<file path="src/rtl/core/symbol_line_extractor_defines.svh">
// ---------------------------------------------------------------------------
// Symbol line extractor assertion macros
// Shared concurrent assertion forms, sampled on the rising clock edge and
// switched off while the synchronous active-low reset is asserted.
// ---------------------------------------------------------------------------
`ifndef SYMBOL_LINE_EXTRACTOR_DEFINES_SVH
`define SYMBOL_LINE_EXTRACTOR_DEFINES_SVH

// Same-cycle implication
`define SLE_ASSERT_NOW(label, clk, rstn, ante, cons) \
    label: assert property (@(posedge clk) disable iff (!(rstn)) (ante) |-> (cons)) \
        else $error("symbol line extractor: same-cycle check failed");

// Next-cycle implication
`define SLE_ASSERT_NEXT(label, clk, rstn, ante, cons) \
    label: assert property (@(posedge clk) disable iff (!(rstn)) (ante) |=> (cons)) \
        else $error("symbol line extractor: next-cycle check failed");

`endif

</file>
<file path="src/rtl/core/sle_pkg.sv">
// ---------------------------------------------------------------------------
// Symbol line extractor package
// Transaction types, character codes and register indexes.
// ---------------------------------------------------------------------------
package sle_pkg;

    localparam int BYTE_W     = 8;
    localparam int LEN_W      = 4;
    localparam int CNT_W      = 16;
    localparam int CHARS_W    = 64;
    localparam int CFG_IDX_W  = 2;
    localparam int CFG_DATA_W = 16;

    localparam logic [CFG_IDX_W-1:0] REG_SYMBOL_LIMIT = 2'd0;
    localparam logic [CFG_IDX_W-1:0] REG_PIPE_MODE    = 2'd1;

    localparam logic [BYTE_W-1:0] CH_LF    = 8'h0A;
    localparam logic [BYTE_W-1:0] CH_CR    = 8'h0D;
    localparam logic [BYTE_W-1:0] CH_TAB   = 8'h09;
    localparam logic [BYTE_W-1:0] CH_SPACE = 8'h20;
    localparam logic [BYTE_W-1:0] CH_PIPE  = 8'h7C;
    localparam logic [BYTE_W-1:0] CH_HASH  = 8'h23;
    localparam logic [BYTE_W-1:0] CH_DOT   = 8'h2E;
    localparam logic [BYTE_W-1:0] CH_A     = 8'h41;
    localparam logic [BYTE_W-1:0] CH_Z     = 8'h5A;
    localparam logic [BYTE_W-1:0] CH_0     = 8'h30;
    localparam logic [BYTE_W-1:0] CH_9     = 8'h39;

    localparam logic [CNT_W-1:0] CNT_MAX = 16'hFFFF;

    typedef struct packed {
        logic [BYTE_W-1:0] text_byte;
        logic              end_of_text;
    } in_item_t;

    typedef struct packed {
        logic [CHARS_W-1:0] symbol_chars;
        logic [LEN_W-1:0]   symbol_length;
        logic [CNT_W-1:0]   symbol_index;
    } out_item_t;

    typedef struct packed {
        logic [CNT_W-1:0] symbol_limit;
        logic             pipe_mode;
    } cfg_t;

    // Result handed from the line logic to the result register
    typedef struct packed {
        logic      emit;
        out_item_t item;
    } result_t;

endpackage

</file>
<file path="src/rtl/core/sle_in_reg.sv">
// ---------------------------------------------------------------------------
// Symbol line extractor input register
// Holds one input transaction until the line logic consumes it.
// ---------------------------------------------------------------------------
module sle_in_reg (
    input  logic              aclk,
    input  logic              aresetn,
    input  logic              s_valid,
    output logic              s_ready,
    input  sle_pkg::in_item_t s_data,
    input  logic              advance,
    output logic              hold_valid,
    output sle_pkg::in_item_t hold_item
);
    import sle_pkg::*;

    logic     valid_reg;
    logic     valid_next;
    in_item_t item_reg;

    // Free when empty or when the held byte moves on this cycle
    assign s_ready = !valid_reg || advance;

    always_comb begin
        valid_next = valid_reg;
        if (s_valid && s_ready) begin
            valid_next = 1'b1;
        end else if (advance) begin
            valid_next = 1'b0;
        end
    end

    always_ff @(posedge aclk) begin
        if (!aresetn) begin
            valid_reg <= 1'b0;
        end else begin
            valid_reg <= valid_next;
        end
    end

    always_ff @(posedge aclk) begin
        if (s_valid && s_ready) begin
            item_reg <= s_data;
        end
    end

    assign hold_valid = valid_reg;
    assign hold_item  = item_reg;

endmodule

</file>
<file path="src/rtl/core/sle_line_fsm.sv">
// ---------------------------------------------------------------------------
// Symbol line extractor line logic
// Per-byte line phase, token buffer and per-text symbol count.
// ---------------------------------------------------------------------------
`include "symbol_line_extractor_defines.svh"

module sle_line_fsm #(
    parameter int SYMBOL_BYTES = 8
) (
    input  logic              aclk,
    input  logic              aresetn,
    input  sle_pkg::cfg_t     cfg,
    input  logic              advance,
    input  sle_pkg::in_item_t item,
    output sle_pkg::result_t  result
);
    import sle_pkg::*;

    localparam int               BUF_W   = BYTE_W * SYMBOL_BYTES;
    localparam logic [LEN_W-1:0] MAX_LEN = LEN_W'(SYMBOL_BYTES);

    typedef enum logic [2:0] {
        PH_LEAD,
        PH_TOKEN,
        PH_TRAIL,
        PH_PIPED,
        PH_BAD
    } phase_t;

    phase_t           phase_reg, phase_next;
    logic [LEN_W-1:0] len_reg, len_next;
    logic [BUF_W-1:0] buf_reg, buf_next;
    logic [CNT_W-1:0] count_reg, count_next;

    phase_t           t_phase, cl_phase;
    logic [LEN_W-1:0] t_len, cl_len;
    logic [BUF_W-1:0] t_buf, cl_buf;

    logic [BYTE_W-1:0] c;
    logic              last;
    logic              is_lf;
    logic              is_blank;
    logic              is_sym;
    logic              do_close;
    logic              under_limit;
    logic              emit;

    assign c    = item.text_byte;
    assign last = item.end_of_text;

    assign is_lf    = (c == CH_LF);
    assign is_blank = (c == CH_SPACE) || (c == CH_TAB) || (c == CH_CR) || (c == CH_LF);
    assign is_sym   = ((c >= CH_A) && (c <= CH_Z)) || ((c >= CH_0) && (c <= CH_9)) ||
                      (c == CH_DOT);

    // Line state after taking a non-newline byte
    always_comb begin
        t_phase = phase_reg;
        t_len   = len_reg;
        t_buf   = buf_reg;
        case (phase_reg)
            PH_BAD, PH_PIPED: begin
                t_phase = phase_reg;
            end
            default: begin
                if (is_blank) begin
                    if (phase_reg == PH_TOKEN) begin
                        t_phase = PH_TRAIL;
                    end
                end else if (cfg.pipe_mode && (c == CH_PIPE)) begin
                    t_phase = PH_PIPED;
                end else if (!is_sym || (phase_reg == PH_TRAIL) || (len_reg >= MAX_LEN)) begin
                    // also catches a leading '#' comment
                    t_phase = PH_BAD;
                end else begin
                    for (int i = 0; i < SYMBOL_BYTES; i++) begin
                        if (len_reg == LEN_W'(i)) begin
                            t_buf[i*BYTE_W +: BYTE_W] = c;
                        end
                    end
                    t_len   = len_reg + LEN_W'(1);
                    t_phase = PH_TOKEN;
                end
            end
        endcase
    end

    // A newline closes the line as it stands; otherwise end of text closes it
    // after the byte is taken
    always_comb begin
        do_close = is_lf || last;
        cl_phase = is_lf ? phase_reg : t_phase;
        cl_len   = is_lf ? len_reg   : t_len;
        cl_buf   = is_lf ? buf_reg   : t_buf;

        under_limit = (cfg.symbol_limit == '0) || (count_reg < cfg.symbol_limit);
        emit = do_close && (cl_phase != PH_BAD) && (cl_phase != PH_LEAD) &&
               (cl_len != '0) && under_limit;

        result.emit               = emit;
        result.item.symbol_chars  = CHARS_W'(cl_buf);
        result.item.symbol_length = cl_len;
        result.item.symbol_index  = count_reg;

        if (do_close) begin
            phase_next = PH_LEAD;
            len_next   = '0;
            buf_next   = '0;
        end else begin
            phase_next = t_phase;
            len_next   = t_len;
            buf_next   = t_buf;
        end

        count_next = count_reg;
        if (last) begin
            count_next = '0;
        end else if (emit && (count_reg != CNT_MAX)) begin
            count_next = count_reg + CNT_W'(1);
        end
    end

    always_ff @(posedge aclk) begin
        if (!aresetn) begin
            phase_reg <= PH_LEAD;
            len_reg   <= '0;
            buf_reg   <= '0;
            count_reg <= '0;
        end else if (advance) begin
            phase_reg <= phase_next;
            len_reg   <= len_next;
            buf_reg   <= buf_next;
            count_reg <= count_next;
        end
    end

    `SLE_ASSERT_NOW(a_len_bound, aclk, aresetn, 1'b1, len_reg <= MAX_LEN)
    `SLE_ASSERT_NOW(a_lead_empty, aclk, aresetn, phase_reg == PH_LEAD, len_reg == '0 && buf_reg == '0)
    `SLE_ASSERT_NOW(a_emit_len, aclk, aresetn, advance && emit, cl_len != '0 && cl_len <= MAX_LEN)
    `SLE_ASSERT_NEXT(a_eot_clears, aclk, aresetn, advance && last, count_reg == '0 && phase_reg == PH_LEAD)

endmodule

</file>
<file path="src/rtl/core/sle_out_reg.sv">
// ---------------------------------------------------------------------------
// Symbol line extractor result register
// Holds one result transaction until the downstream side takes it.
// ---------------------------------------------------------------------------
module sle_out_reg (
    input  logic               aclk,
    input  logic               aresetn,
    input  logic               advance,
    input  sle_pkg::result_t   result,
    output logic               free,
    output logic               m_valid,
    input  logic               m_ready,
    output sle_pkg::out_item_t m_data
);
    import sle_pkg::*;

    logic      valid_reg;
    logic      valid_next;
    out_item_t item_reg;

    assign free = !valid_reg || m_ready;

    always_comb begin
        valid_next = valid_reg;
        if (advance) begin
            valid_next = result.emit;
        end else if (m_ready) begin
            valid_next = 1'b0;
        end
    end

    always_ff @(posedge aclk) begin
        if (!aresetn) begin
            valid_reg <= 1'b0;
        end else begin
            valid_reg <= valid_next;
        end
    end

    always_ff @(posedge aclk) begin
        if (advance && result.emit) begin
            item_reg <= result.item;
        end
    end

    assign m_valid = valid_reg;
    assign m_data  = item_reg;

endmodule

</file>
<file path="src/rtl/core/symbol_line_extractor.sv">
// Path: the newline or end-of-text byte is taken by the input register, passes the
// combinational line logic, and its symbol is then held in the result register.
// Throughput: one byte per cycle while the result register is free.
// The input register takes a byte while a result waits, as long as the line logic moves.
// Reset: synchronous, active low; clears line state, symbol count, valid flags and the
// configuration register (limit zero, pipe mode off). No clearing pass is needed.
// ---------------------------------------------------------------------------
// Symbol line extractor
// Cuts a byte stream into lines and emits each valid trimmed symbol, up to a nonzero limit.
// ---------------------------------------------------------------------------
module symbol_line_extractor #(
    parameter int SYMBOL_BYTES = 8
) (
    input  logic                             aclk,
    input  logic                             aresetn,
    input  logic                             cfg_we,
    input  logic [sle_pkg::CFG_IDX_W-1:0]    cfg_index,
    input  logic [sle_pkg::CFG_DATA_W-1:0]   cfg_wdata,
    input  logic                             s_valid,
    output logic                             s_ready,
    input  sle_pkg::in_item_t                s_data,
    output logic                             m_valid,
    input  logic                             m_ready,
    output sle_pkg::out_item_t               m_data
);
    import sle_pkg::*;

    cfg_t     cfg_reg;
    logic     hold_valid;
    in_item_t hold_item;
    logic     out_free;
    logic     advance;
    result_t  result;

    always_ff @(posedge aclk) begin
        if (!aresetn) begin
            cfg_reg <= '0;
        end else if (cfg_we) begin
            case (cfg_index)
                REG_SYMBOL_LIMIT: cfg_reg.symbol_limit <= cfg_wdata;
                REG_PIPE_MODE:    cfg_reg.pipe_mode    <= cfg_wdata[0];
                default: begin
                    cfg_reg <= cfg_reg;
                end
            endcase
        end
    end

    // The held byte moves on only when the result register can take its outcome
    assign advance = hold_valid && out_free;

    sle_in_reg u_in_reg (
        .aclk       (aclk),
        .aresetn    (aresetn),
        .s_valid    (s_valid),
        .s_ready    (s_ready),
        .s_data     (s_data),
        .advance    (advance),
        .hold_valid (hold_valid),
        .hold_item  (hold_item)
    );

    sle_line_fsm #(
        .SYMBOL_BYTES (SYMBOL_BYTES)
    ) u_line_fsm (
        .aclk    (aclk),
        .aresetn (aresetn),
        .cfg     (cfg_reg),
        .advance (advance),
        .item    (hold_item),
        .result  (result)
    );

    sle_out_reg u_out_reg (
        .aclk    (aclk),
        .aresetn (aresetn),
        .advance (advance),
        .result  (result),
        .free    (out_free),
        .m_valid (m_valid),
        .m_ready (m_ready),
        .m_data  (m_data)
    );

endmodule
</file>
<file path="config.mk">
export PLATFORM = sky130hd
export DESIGN_NAME = symbol_line_extractor
export DESIGN_NICKNAME = d
export VERILOG_FILES = /design/src/rtl/core/sle_pkg.sv /design/src/rtl/core/sle_in_reg.sv /design/src/rtl/core/sle_line_fsm.sv /design/src/rtl/core/sle_out_reg.sv /design/src/rtl/core/symbol_line_extractor.sv
export VERILOG_INCLUDE_DIRS = /design/src /design/src/rtl/core
export SDC_FILE = /design/constraint.sdc
export NUM_CORES = 1
export LEC_CHECK = 0
export ABC_CLOCK_PERIOD_IN_PS = 7100
export BUFFER_PORTS_ARGS = -buffer_cell sky130_fd_sc_hd__clkbuf_2
export CAP_MARGIN = 30
export CORE_MARGIN = 2
export CORE_UTILIZATION = 57
export CTS_CLUSTER_DIAMETER = 40
export DETAILED_ROUTE_END_ITERATION = 16
export PLACE_DENSITY = 0.79
export SETUP_SLACK_MARGIN = 0.1
export SYNTH_ARGS = -nofsm -noshare
export SYNTH_HDL_FRONTEND = slang
export SYNTH_SLANG_ARGS = --single-unit
</file>
<file path="constraint.sdc">
create_clock -name aclk -period 7.1 [get_ports aclk]
set_input_delay 1.065 -clock aclk [delete_from_list [all_inputs] [get_ports aclk]]
set_output_delay 1.065 -clock aclk [all_outputs]
set_load 0.1 [all_outputs]
</file>
==> flow_metrics.tcl <==
set metrics [dict create \
    clock-root-buffer "clkbuf_16" \
    vias 6218 \
    final.min_clock_period_ps 4470 \
    crit_path_start_kind "flip-flop" \
    worst_slack_ps 2630 \
    row_count 44 \
    cts.sinks 199 \
    post_cts_resized 0 \
    hold_buffers 0 \
    grt.total_usage_pct 22.9 \
    post-dp-hpwl_um 12200 \
    clk_pin_slew_worst_paths_ps 80 \
    holdPathStages 2 \
    post_cts_buffers 0 \
    drc_errors 0 \
    required_ps 7170 \
    synthTopCellsByArea "edfxtp_1 32%, dfxtp_1 25%, a22oi_1 5.0%" \
    avgSynthCellArea_um2 11.1 \
    grt_pass1_vias 5977 \
    fillers 1106 \
    routed_wl_um 18200 \
    dieArea_um2 16100 \
    synthDistinctLibCells 58 \
    die_x_um 127 \
    synth_flop_cell "dfxtp_1" \
    powerDensity_nw_per_um2 229 \
    clk_latency_ps 440 \
    syn_inst 778 \
    ir_worst_vdd_mv 0.157 \
    fin_crit_sh_pct 62.9 \
    finalClockSkew_ps 12.6 \
    cap_violations 0 \
    largest_reg_flops 84 \
    drtIter0Drc 627 \
    ant_nets 0 \
    cts_buffers 17 \
    critical_path_arrival_ps 4530 \
    wire_per_inst_um 17.1 \
    hold_viol 0 \
    initial_utilization_pct 58.9 \
    cts_max_path_buffers 2 \
    yosysSeqAreaShare_pct 57.0 \
    max_slew.worst_pin.slew_ps 941 \
    vias_per_cell 5.82 \
    synth_top_area_cell "edfxtp_1" \
    setup_viol 0 \
    nets 923 \
    worstHoldPathType "reg2reg" \
    final-seq-area_um2 4910 \
    grt_pass1_wl_um 29200 \
    ys_warn_count 0 \
    timing.setup.tns_ps 0 \
    fp.dieH_um 127 \
    grt_max_degree 95 \
    syn_to_final_growth_pct 14.3 \
    synth_common_cells "106 x dfxtp_1, 93 x edfxtp_1, 90 x nand2_1" \
    drv_slew 0 \
    syn-num-nets 830 \
    criticalPathCategory "reg2reg" \
    reg2reg_to "u_out_reg.m_data[68]" \
    fin_util_pct 67.4 \
    end_kind "flip-flop" \
    num_io_pins 118 \
    yosysTopAreaCellShare_pct 32.4 \
    reg2reg_depth 8 \
    worst-r2r-setup-slack_ps 2630 \
    outcome "complete, no violations" \
    hp-start "u_line_fsm.buf_reg[15]" \
    grt_overflow 0 \
    antenna_found_initial 0 \
    insertedDiodeCount 0 \
    reg2reg_from "u_in_reg.hold_item[7]" \
    dr.pass1.iters 5 \
    dpl_worst_slack_ps 2670 \
    multiInputGateArea_um2 3430 \
    place_congestion 0.925 \
    netlist_area_um2 8630 \
    fmax_mhz 224 \
    stdcell_count 1068 \
    dp_cells 1036 \
    max_slew_margin_pct 37.3 \
    yosysMostFrequentCell "dfxtp_1" \
    async_flop_share_pct 0 \
    htree_levels 4 \
    synth-edff-count 93 \
    drive_gt1_share_pct 23.5 \
    hold-worst-slack_ps 437 \
    rsz0062_at_grt "false" \
    portBuffers 117 \
    postSynthRegisterBits 199 \
    fp.coreArea_um2 14600 \
    hold_path_end "u_line_fsm.buf_reg[15]" \
    cp_max_fo 52 \
    leakagePower_nw 3.72 \
    cts_tree "yes" \
]
## area by class of cell
cell class,instances,area share (%)
clock buffers,18,4.45
inverters,24,0.913
repair buffers,122,6.32
well taps,184,2.33
clock inverters,14,1.43
multi-input cells,507,34.7
flip-flops and latches,199,49.8
## how the worst max path moves through the flow
stage	start	to	slack (ps)	cells past startpoint
floorplan	cfg_reg[3]	u_out_reg.m_data[0]	1090	9
global placement	u_in_reg.hold_item[7]	u_out_reg.m_data[19]	2920	8
detailed placement	u_in_reg.hold_item[7]	u_out_reg.m_data[75]	2670	8
CTS	u_in_reg.hold_item[7]	u_out_reg.m_data[61]	2650	8
global route	u_in_reg.hold_item[7]	u_out_reg.m_data[73]	2400	8
finish	u_in_reg.hold_item[7]	u_out_reg.m_data[68]	2630	8
## cell usage in the layout, fill, tap and decap left out, drive strengths merged, types with 6 or more instances in the layout
cell type / Yosys / routed
inv: 24 / 30
a22oi: 58 / 58
clkinv: 0 / 6
o211ai: 6 / 6
nor4: 7 / 7
nand2b: 8 / 8
or3: 11 / 11
edfxtp: 93 / 93
nand2: 90 / 90
nor3: 6 / 6
and2: 12 / 12
nand3: 22 / 22
dfxtp: 106 / 106
a21oi: 23 / 23
nor2: 16 / 16
a21boi: 17 / 17
a21o: 7 / 7
and3: 11 / 11
nor2b: 66 / 66
clkbuf: 37 / 135
nand4: 10 / 10
o21ai: 23 / 23
mux2: 38 / 38
ha: 20 / 20
mux2i: 7 / 7
## worst max-delay path, stage by stage, from the launching register on
cell and delay [ps]:
edfxtp_1 970, or4b_4 290, a211o_1 160, nand3_1 130
a211oi_4 650, mux2_2 320, nand3_1 120, nor2_4 740
buf_4 660
## cells by family (layout without fill, tap and decap cells)
kind of cell / Yosys count / after routing / share of synthesized area, %
simple gates: 284 / 284 / 18.1
mux: 45 / 45 / 5.77
xor+xnor: 2 / 2 / 0.203
buf+inv: 72 / 178 / 3.45
flops: 199 / 199 / 57.0
compound gates: 156 / 156 / 12.6
fa+ha+maj: 20 / 20 / 2.90
## metal layers
metal / wire, µm / up-vias / track usage [%]
met5: 0 / - / 0
met4: 314 / 0 / 8.60
met3: 1120 / 26 / 5.11
met2: 8570 / 204 / 36.7
met1: 8220 / 2983 / 30.9
li1: - / 3005 / -
## through the flow
stage	instance area, µm²	power (mW)
final	9860	2.26
after global routing	9860	2.33
after CTS	9860	2.27
after detailed placement	9280	1.35
after global placement	9280	1.34
after floorplan	8630	1.31
## power breakdown
part | switching, mW | internal (mW)
combinational | 0.0609 | 0.0370
sequential | 0.0235 | 1.20
clock | 0.437 | 0.504
Power figures use the tool's default switching activity.
